$ cat config.mk
export PLATFORM = sky130hd
export DESIGN_NAME = hvt_ram
export DESIGN_NICKNAME = d
export VERILOG_FILES = /design/src/hdl/hvt_ram.sv
export SDC_FILE = /design/constraint.sdc
export NUM_CORES = 1
export LEC_CHECK = 0
export ABC_CLOCK_PERIOD_IN_PS = 3600
export BUFFER_PORTS_ARGS = -buffer_cell sky130_fd_sc_hd__buf_2
export CAP_MARGIN = 20
export CORE_ASPECT_RATIO = 1.25
export CORE_MARGIN = 2
export CORE_UTILIZATION = 35
export CTS_BUF_LIST = sky130_fd_sc_hd__clkbuf_2 sky130_fd_sc_hd__clkbuf_4 sky130_fd_sc_hd__clkbuf_8
export CTS_CLUSTER_DIAMETER = 60
export CTS_CLUSTER_SIZE = 24
export DETAILED_ROUTE_END_ITERATION = 12
export MAX_ROUTING_LAYER = met4
export PLACE_DENSITY = 0.52
export REMOVE_ABC_BUFFERS = 1
export SKIP_CTS_REPAIR_TIMING = 1
export SLEW_MARGIN = 25
export SYNTH_ARGS = -nofsm -noshare
export SYNTH_HDL_FRONTEND = slang
export SYNTH_SLANG_ARGS = --single-unit
$ cat constraint.sdc
create_clock -name clk_i -period 3.6 [get_ports clk_i]
set_clock_uncertainty 0.05 [all_clocks]
set_input_delay 0.72 -clock clk_i [delete_from_list [all_inputs] [get_ports clk_i]]
set_output_delay 0.72 -clock clk_i [all_outputs]
set_load 0.05 [all_outputs]
$ cat src/hdl/hvt_ram.sv
// Generic single-port synchronous RAM, one write or read per cycle,
// read data registered. No dependencies.
module hvt_ram #(
  parameter int unsigned Width = 8,
  parameter int unsigned Depth = 16
) (
  input  logic                                          clk_i,
  input  logic                                          we_i,
  input  logic [$clog2((Depth > 1) ? Depth : 2)-1:0]    addr_i,
  input  logic [Width-1:0]                              wdata_i,
  output logic [Width-1:0]                              rdata_o
);

  logic [Width-1:0] mem_q [Depth];

  always_ff @(posedge clk_i) begin
    if (we_i) mem_q[addr_i] <= wdata_i;
    rdata_o <= mem_q[addr_i];
  end

endmodule

==> impl_metrics.yaml, run 1 <==
run_status:
  status: "completed"
critical_path:
  crit_start: "addr_i[0]"
  r2r_cells: 3
  timing.rr.end: "rdata_o[1]$_DFF_P_"
  crit_path_end_kind: "flop"
  cp.required_ns: 3.86
  worstPathArrival_ns: 2.47
  crit_path_start_kind: "input pin"
  r2r_slack_ns: 2.24
  r2r_start: "mem_q[3][1]$_DFFE_PP_"
  critPathCapture: "rdata_o[4]$_DFF_P_"
  criticalPathCategory: "input pin to flop"
  path_max_fanout: 23
timing:
  max_slew.worst_pin.slew_ns: 0.783
  min_period_ns: 2.21
  whs_ns: 0.615
  finalSetupTns_ns: 0
  grt_setup_unrepaired: "false"
  slew_violations: 0
  hold_viol: 0
  period_share_pct: 61.5
  setup_viol: 0
  max_freq_mhz: 452
  relSlewSlack_pct: 47.6
final_layout:
  num_antenna_cells: 0
  nFillCells: 1260
  layout-drive-gt1-share_pct: 35.4
  area_delta_synth_final_pct: 14.6
  nets: 293
routing:
  drt_pass1_iterations: 7
  dr_total_vias: 2343
  avgViaCountPerCell: 5.00
  ant_nets: 0
  drc: 0
  wire_per_inst_um: 20.2
  wl_mm: 9.46
  initialDrtViolationCount: 149
power:
  switching_share_pct: 22.0
  power.density_nw_per_um2: 514
  power_frac_seq_pct: 59.6
  p_leak_uw: 0.00188
  power.internal_uw: 2330
  power.switching_uw: 656
  pwr-share-clk_pct: 33.8
  combPwrFrac_pct: 6.6
  peakVddDrop_v: 0.000184
placed_design:
  io_buffers: 21
  dp_hpwl_mm: 6.57
  gp_congestion: 0.693
synth:
  synth_area_leader_cell: "edfxtp_1"
  synth_edf_count: 128
  synth-main-ff-cell: "edfxtp_1"
  seq_area_frac_synth_pct: 79.0
  synth_cells: 230
  yosysTopAreaCellShare_pct: 75.9
  yosys_register_bits: 136
  yosysMostFrequentCell: "edfxtp_1"
  synth_cell_types: 18
  synth.avg_cell_area_um2: 22.0
  synth_area_um2: 5070
  async_flop_share_pct: 0
  synthTopCellsByArea: "edfxtp_1 (76%), mux4_2 (14%), dfxtp_1 (3.2%)"
  yosysWarnings: 0
  synthTopCellsByCount: "edfxtp_1 (128), mux4_2 (32), a22oi_1 (16)"
floorplanning:
  die_w_um: 112
  num_rows: 49
  die_y_um: 139
  io_pins: 22
  dieArea_um2: 15500
  core_um2: 14300
  initial_core_util_pct: 35.5
cts:
  clk_latency_ns: 0.42
  numClockSinks: 136
  cts_buffers: 17
  root_buffer: "clkbuf_8"
  clk_pin_slew_worst_paths_ns: 0.07
  htreeDepth: 4
  clockBufferDepth: 2
  cts_tree: "yes"
grt:
  grt_max_degree: 24
  track_usage_pct: 13.6
  grt_pass1_vias: 2580
  antenna_found_initial: 0
  grt_pass1_wl_mm: 15.0
  gr-total-overflow: 0
flow_run:
  timing.max_cap.violations: 0
min_path:
  hold_class: "flop to flop"
  whs_path_depth: 3
[power groups by stage]
stage	Sequential, uW	Clock, uW	Combinational (uW)
detailed placement	1810	0	199
finish	1780	1010	196
floorplan	1850	0	72.9
CTS	1780	1040	200
global route	1780	1100	213
global placement	1810	0	199
[kinds of logic after synthesis]
family | count (synthesis) | share of synthesized area (%)
flip-flops | 136 | 79.0
AND/OR/NAND/NOR | 35 | 3.21
multiplexers | 32 | 14.2
AO/OA/AOI/OAI | 16 | 2.37
buffers and inverters | 11 | 1.19
[registers in the layout, indices dropped and copies added, names as in the netlist]
| register | flops |
|---|---|
| mem_q | 128 |
| rdata_o | 8 |
[routing by layer]
metal,global-route usage (%),up-vias,routed length (um)
met5,-,-,0
met4,4.87,0,121
met3,3.72,12,284
met2,22.9,35,5260
met1,15.7,1240,3790
li1,-,1056,-
[worst min path at each step]
stage	from	to	slack (ns)
3_3_place_gp	mem_q[12][4]$_DFFE_PP_	rdata_o[4]$_DFF_P_	0.61
2_1_floorplan	mem_q[14][0]$_DFFE_PP_	rdata_o[0]$_DFF_P_	0.58
5_1_grt	wdata_i[6]	mem_q[5][6]$_DFFE_PP_	0.61
3_5_place_dp	mem_q[14][5]$_DFFE_PP_	rdata_o[5]$_DFF_P_	0.61
6_report	mem_q[12][0]$_DFFE_PP_	rdata_o[0]$_DFF_P_	0.61
4_1_cts	wdata_i[5]	mem_q[8][5]$_DFFE_PP_	0.61
[through the flow]
stage	total power (uW)	instance area (um^2)	setup slack [ns]	utilization, %	std cells
after floorplan	1920	5010	1.34	-	219
after global placement	2010	5490	0.918	38.4	438
after detailed placement	2010	5490	0.875	38.4	438
after CTS	3020	5810	1.34	40.6	469
after global routing	3100	5810	1.22	40.6	469
final	2990	5810	1.39	40.6	469
[worst max-delay path, cell delays in order]
cell     delay (ns)
buf_2          0.56
buf_4          0.31
mux4_2         0.50
a22oi_1        0.28
nand2_1        0.09
[cell usage in the layout, fill, tap and decap left out]
| cell | instances |
|---|---|
| buf_2 | 21 |
| nand2b_1 | 2 |
| clkinv_2 | 4 |
| nand2_1 | 9 |
| and2_1 | 1 |
| clkbuf_8 | 17 |
| nor2_1 | 13 |
| nand3_1 | 1 |
| edfxtp_1 | 128 |
| clkinvlp_4 | 4 |
| nor3_1 | 4 |
| clkbuf_4 | 4 |
| a22oi_1 | 16 |
| clkinv_1 | 2 |
| or3b_2 | 1 |
| mux4_2 | 32 |
| buf_4 | 20 |
| dfxtp_1 | 8 |
| nand3b_1 | 2 |
| nor2b_1 | 2 |
[area by class of cell]
class                   instances  area (um^2)  area share, %
flip-flops and latches        136         4000           69.0
multi-input cells              83         1000           17.3
clock buffers                  21          264           4.55
repair buffers                 41          255           4.40
well taps                     178          223           3.84
clock inverters                10         57.6          0.991
No activity file was read; power rests on OpenSTA's default activity.
==> run 2: changes to the inputs <==
- ABC_CLOCK_PERIOD_IN_PS: 3600 -> 1850
- PLACE_DENSITY: 0.52 -> 0.54
- clock period: 3.6 -> 1.85 ns (I/O delays scaled with it)
==> impl_metrics.yaml, run 2 (same netlist as run 1, synthesis figures left out) <==
power:
  power_frac_seq_pct: 56.4
  pwr-share-clk_pct: 37.2
  power.density_nw_per_um2: 1030
  combPwrFrac_pct: 6.5
  switching_share_pct: 22.1
  p_leak_uw: 0.00197
  total_power_uw: 6140
  power.switching_uw: 1360
  peakVddDrop_v: 0.000318
  power.internal_uw: 4780
routing:
  wl_met2_mm: 5.31
  initialDrtViolationCount: 76
  drc: 0
  dr_wl_met3_um: 240
  met1_length_mm: 3.80
  wire_per_inst_um: 19.8
  drt_pass1_iterations: 4
  wl_mm: 9.47
  avgViaCountPerCell: 4.84
  dr_total_vias: 2314
  highest_layer: "met4"
  ant_nets: 0
grt:
  track_usage_pct: 13.5
  grt_pass1_wl_mm: 14.8
  grt_max_degree: 40
  grt_pass1_vias: 2511
  gr-total-overflow: 0
  antenna_found_initial: 0
timing:
  relSlewSlack_pct: 47.6
  grt_setup_unrepaired: "false"
  slew_violations: 0
  finalSetupTns_ns: 0
  period_share_pct: 79.7
  hold_viol: 0
  min_period_ns: 1.48
  max_slew.worst_pin.slew_ns: 0.785
  max_freq_mhz: 678
  setup_viol: 0
placed_design:
  io_buffers: 21
  dp_cells: 446
  gp_congestion: 0.797
  dp_hpwl_mm: 6.40
final_layout:
  area_delta_synth_final_pct: 17.6
  final_common_cell: "edfxtp_1"
  reg_top3: "mem_q: 128 flops, rdata_o: 8 flops"
  final_cell_mix: "edfxtp_1 (128), mux4_2 (32), buf_4 (25)"
  num_antenna_cells: 0
  layout-drive-gt1-share_pct: 37.3
  finalNonFillerCells: 478
  final_util_pct: 41.7
  nets: 301
  largest_reg_flops: 128
  largest_register: "mem_q"
cts:
  cts_tree: "yes"
  clk_latency_ns: 0.43
  clk_pin_slew_worst_paths_ns: 0.08
  numClockSinks: 136
  root_buffer: "clkbuf_8"
  cts_buffers: 17
  clockBufferDepth: 2
  htreeDepth: 4
critical_path:
  crit_path_start_kind: "flop"
  criticalPathCategory: "flop to output pin"
  cpLargestDelayFamily: "flip-flops"
  path_buf_inv: 1
  slowest_stage: "dfxtp_1"
  worstPathArrival_ns: 1.06
  crit_path_max_incr_delay_ns: 0.35
  crit_path_end_kind: "output pin"
  path_max_fanout: 1
  cp.required_ns: 1.43
  cp_cell_sequence: "buf_2"
floorplanning:
  initial_core_util_pct: 35.5
  die_w_um: 112
  num_rows: 49
  die_y_um: 139
  io_pins: 22
  dieArea_um2: 15500
  core_um2: 14300
run_status:
  status: "completed"
min_path:
  hold_class: "input pin to flop"
flow_run:
  timing.max_cap.violations: 0
==> run 2: changes by cell type in the layout (fill, tap and decap cells not counted), sizes merged <==
cell,change
clkbuf,-3
bufinv,+2
inv,+1
clkinv,+2
buf,+8
clkinvlp,-1
==> run 2: power groups by stage <==
stage	Clock [uW]	Combinational [uW]	Sequential, uW
6_report	2280	396	3460
5_1_grt	2460	428	3460
4_1_cts	2340	405	3460
3_5_place_dp	0	405	3530
3_3_place_gp	0	402	3530
2_1_floorplan	0	142	3600
==> run 2: per-layer routing <==
layer  GRT usage [%]  vias up
met2            22.9       36
met5               -        -
li1                -     1072
met4            5.65        0
met3            3.37        8
met1            15.3     1198
==> run 2: cell type report <==
class	instances	area, um^2
clock inverter	14	133
timing repair buffer	49	353
fill	1269	8330
tap	178	223
sequential	136	4000
clock buffer	18	241
multi-input combinational	83	1000
==> run 2: worst register-to-register path, cell delays in order (launching register included) <==
cell      delay (ns)
edfxtp_1        0.37
mux4_2          0.48
a22oi_1         0.29
nand2_1         0.09
==> run 2: through the flow <==
step	worst slack (ns)	hold WS (ns)	instance area (um^2)
after floorplan	-0.0629	0.419	5010
after global placement	-0.00957	0.613	5580
after detailed placement	0.0112	0.619	5580
after CTS	0.316	0.240	5960
after global routing	0.310	0.240	5960
final	0.375	0.274	5960
==> run 2: path summary, 6_finish.rpt <==
path	from	depth (start not counted)	slack [ns]	end
worst max-delay path	rdata_o[5]$_DFF_P_	1	0.37	rdata_o[5]
worst min-delay path	wdata_i[1]	1	0.27	mem_q[12][1]$_DFFE_PP_
worst max register to register	mem_q[3][4]$_DFFE_PP_	3	0.47	rdata_o[4]$_DFF_P_
worst min register to register	mem_q[12][0]$_DFFE_PP_	3	0.62	rdata_o[0]$_DFF_P_
==> run 3: changes to the inputs <==
- ABC_CLOCK_PERIOD_IN_PS: 1850 -> 1400
- PLACE_DENSITY: 0.54 -> 0.52
- clock period: 1.85 -> 1.4 ns (I/O delays scaled with it)
==> impl_metrics.yaml, run 3 (same netlist as run 1, synthesis figures left out) <==
critical_path:
  crit_start: "mem_q[11][1]$_DFFE_PP_"
  worstPathArrival_ns: 1.62
  crit_path_end_kind: "flop"
  path_max_fanout: 1
  cp.required_ns: 1.65
  criticalPathCategory: "flop to flop"
  crit_path_max_incr_delay_ns: 0.46
  cp_cell_sequence: "mux4_2 > a22oi_1 > nand2_1"
  r2r_start: "mem_q[11][1]$_DFFE_PP_"
  crit_path_start_kind: "flop"
  slowest_stage: "mux4_2"
routing:
  met1_length_mm: 4.41
  dr_total_vias: 2428
  highest_layer: "met4"
  dr_wl_met3_um: 236
  ant_nets: 0
  avgViaCountPerCell: 4.97
  drt_pass1_iterations: 5
  wl_met2_mm: 5.33
  drc: 0
  wl_mm: 10.1
  initialDrtViolationCount: 117
  wire_per_inst_um: 20.7
final_layout:
  area_delta_synth_final_pct: 22.3
  final_common_cell: "edfxtp_1"
  nFillCells: 1223
  layout-drive-gt1-share_pct: 41.2
  largest_register: "mem_q"
  nets: 312
  num_antenna_cells: 0
  largest_reg_flops: 128
  reg_top3: "mem_q: 128 flops, rdata_o: 8 flops"
  final_cell_mix: "edfxtp_1 (128), buf_4 (33), mux4_2 (32)"
timing:
  slew_violations: 0
  whs_ns: 0.195
  finalSetupTns_ns: 0
  grt_setup_unrepaired: "false"
  period_share_pct: 97.2
  hold_viol: 0
  max_slew.worst_pin.slew_ns: 0.882
  setup_viol: 0
  min_period_ns: 1.36
  max_freq_mhz: 735
  relSlewSlack_pct: 41.1
flow_run:
  timing.max_cap.violations: 0
floorplanning:
  io_pins: 22
  die_y_um: 139
  core_um2: 14300
  num_rows: 49
  dieArea_um2: 15500
  initial_core_util_pct: 35.5
  die_w_um: 112
grt:
  grt_pass1_vias: 2592
  track_usage_pct: 14.4
  grt_max_degree: 21
  antenna_found_initial: 0
  gr-total-overflow: 0
  grt_pass1_wl_mm: 15.7
placed_design:
  dp_hpwl_mm: 6.98
  gp_congestion: 0.767
  io_buffers: 21
cts:
  clk_pin_slew_worst_paths_ns: 0.08
  root_buffer: "clkbuf_8"
  htreeDepth: 4
  clk_latency_ns: 0.42
  cts_buffers: 17
  numClockSinks: 136
  cts_tree: "yes"
  clockBufferDepth: 2
run_status:
  status: "completed"
min_path:
  min_from: "wdata_i[5]"
  hold_class: "input pin to flop"
power:
  p_leak_uw: 0.00208
  power.density_nw_per_um2: 1430
  peakVddDrop_v: 0.000539
run 3: final cells by class:
| class | instances | area [um^2] | area share [%] |
|---|---|---|---|
| Multi-Input combinational cell | 83 | 1020 | 16.4 |
| Timing Repair Buffer | 60 | 483 | 7.79 |
| Clock buffer | 20 | 275 | 4.44 |
| Tap cell | 178 | 223 | 3.59 |
| Clock inverter | 12 | 196 | 3.17 |
| Sequential cell | 136 | 4000 | 64.6 |
run 3: stage by stage:
stage	cell area [um^2]	util (%)	setup WS (ns)	cells	total power, uW
2_1_floorplan	5010	-	-0.423	219	4940
3_3_place_gp	5700	39.9	-0.416	457	5240
3_5_place_dp	5700	39.9	-0.403	457	5240
4_1_cts	6170	43.2	-0.00866	489	8940
5_1_grt	6200	43.4	0.00461	489	9140
6_report	6200	43.4	0.0395	489	8850
run 3: critical path: cells and delay by family, from the launching register on:
family	cells	cell delay (ns)
simple gates	1	0.08
mux	1	0.46
compound gates	1	0.29
flops	1	0.36
run 3: per-layer routing:
metal,vias up,global-route usage [%]
li1,1091,-
met1,1280,17.6
met2,47,23.1
met3,10,3.67
met4,0,5.72
met5,-,-
run 3: final timing paths:
path / to / slack, ns / cells past startpoint
worst min register to register: rdata_o[3]$_DFF_P_ / 0.64 / 3
worst max register to register: rdata_o[1]$_DFF_P_ / 0.04 / 3
worst max-delay path: rdata_o[1]$_DFF_P_ / 0.04 / 3
worst min-delay path: mem_q[6][5]$_DFFE_PP_ / 0.19 / 1
run 3: report_power, final:
part / leakage (uW) / total (uW) / internal [uW] / switching [uW]
registers: 0.00122 / 4570 / 4550 / 25.3
logic: 0.000625 / 579 / 234 / 345
clock network: 0.000231 / 3700 / 2260 / 1440
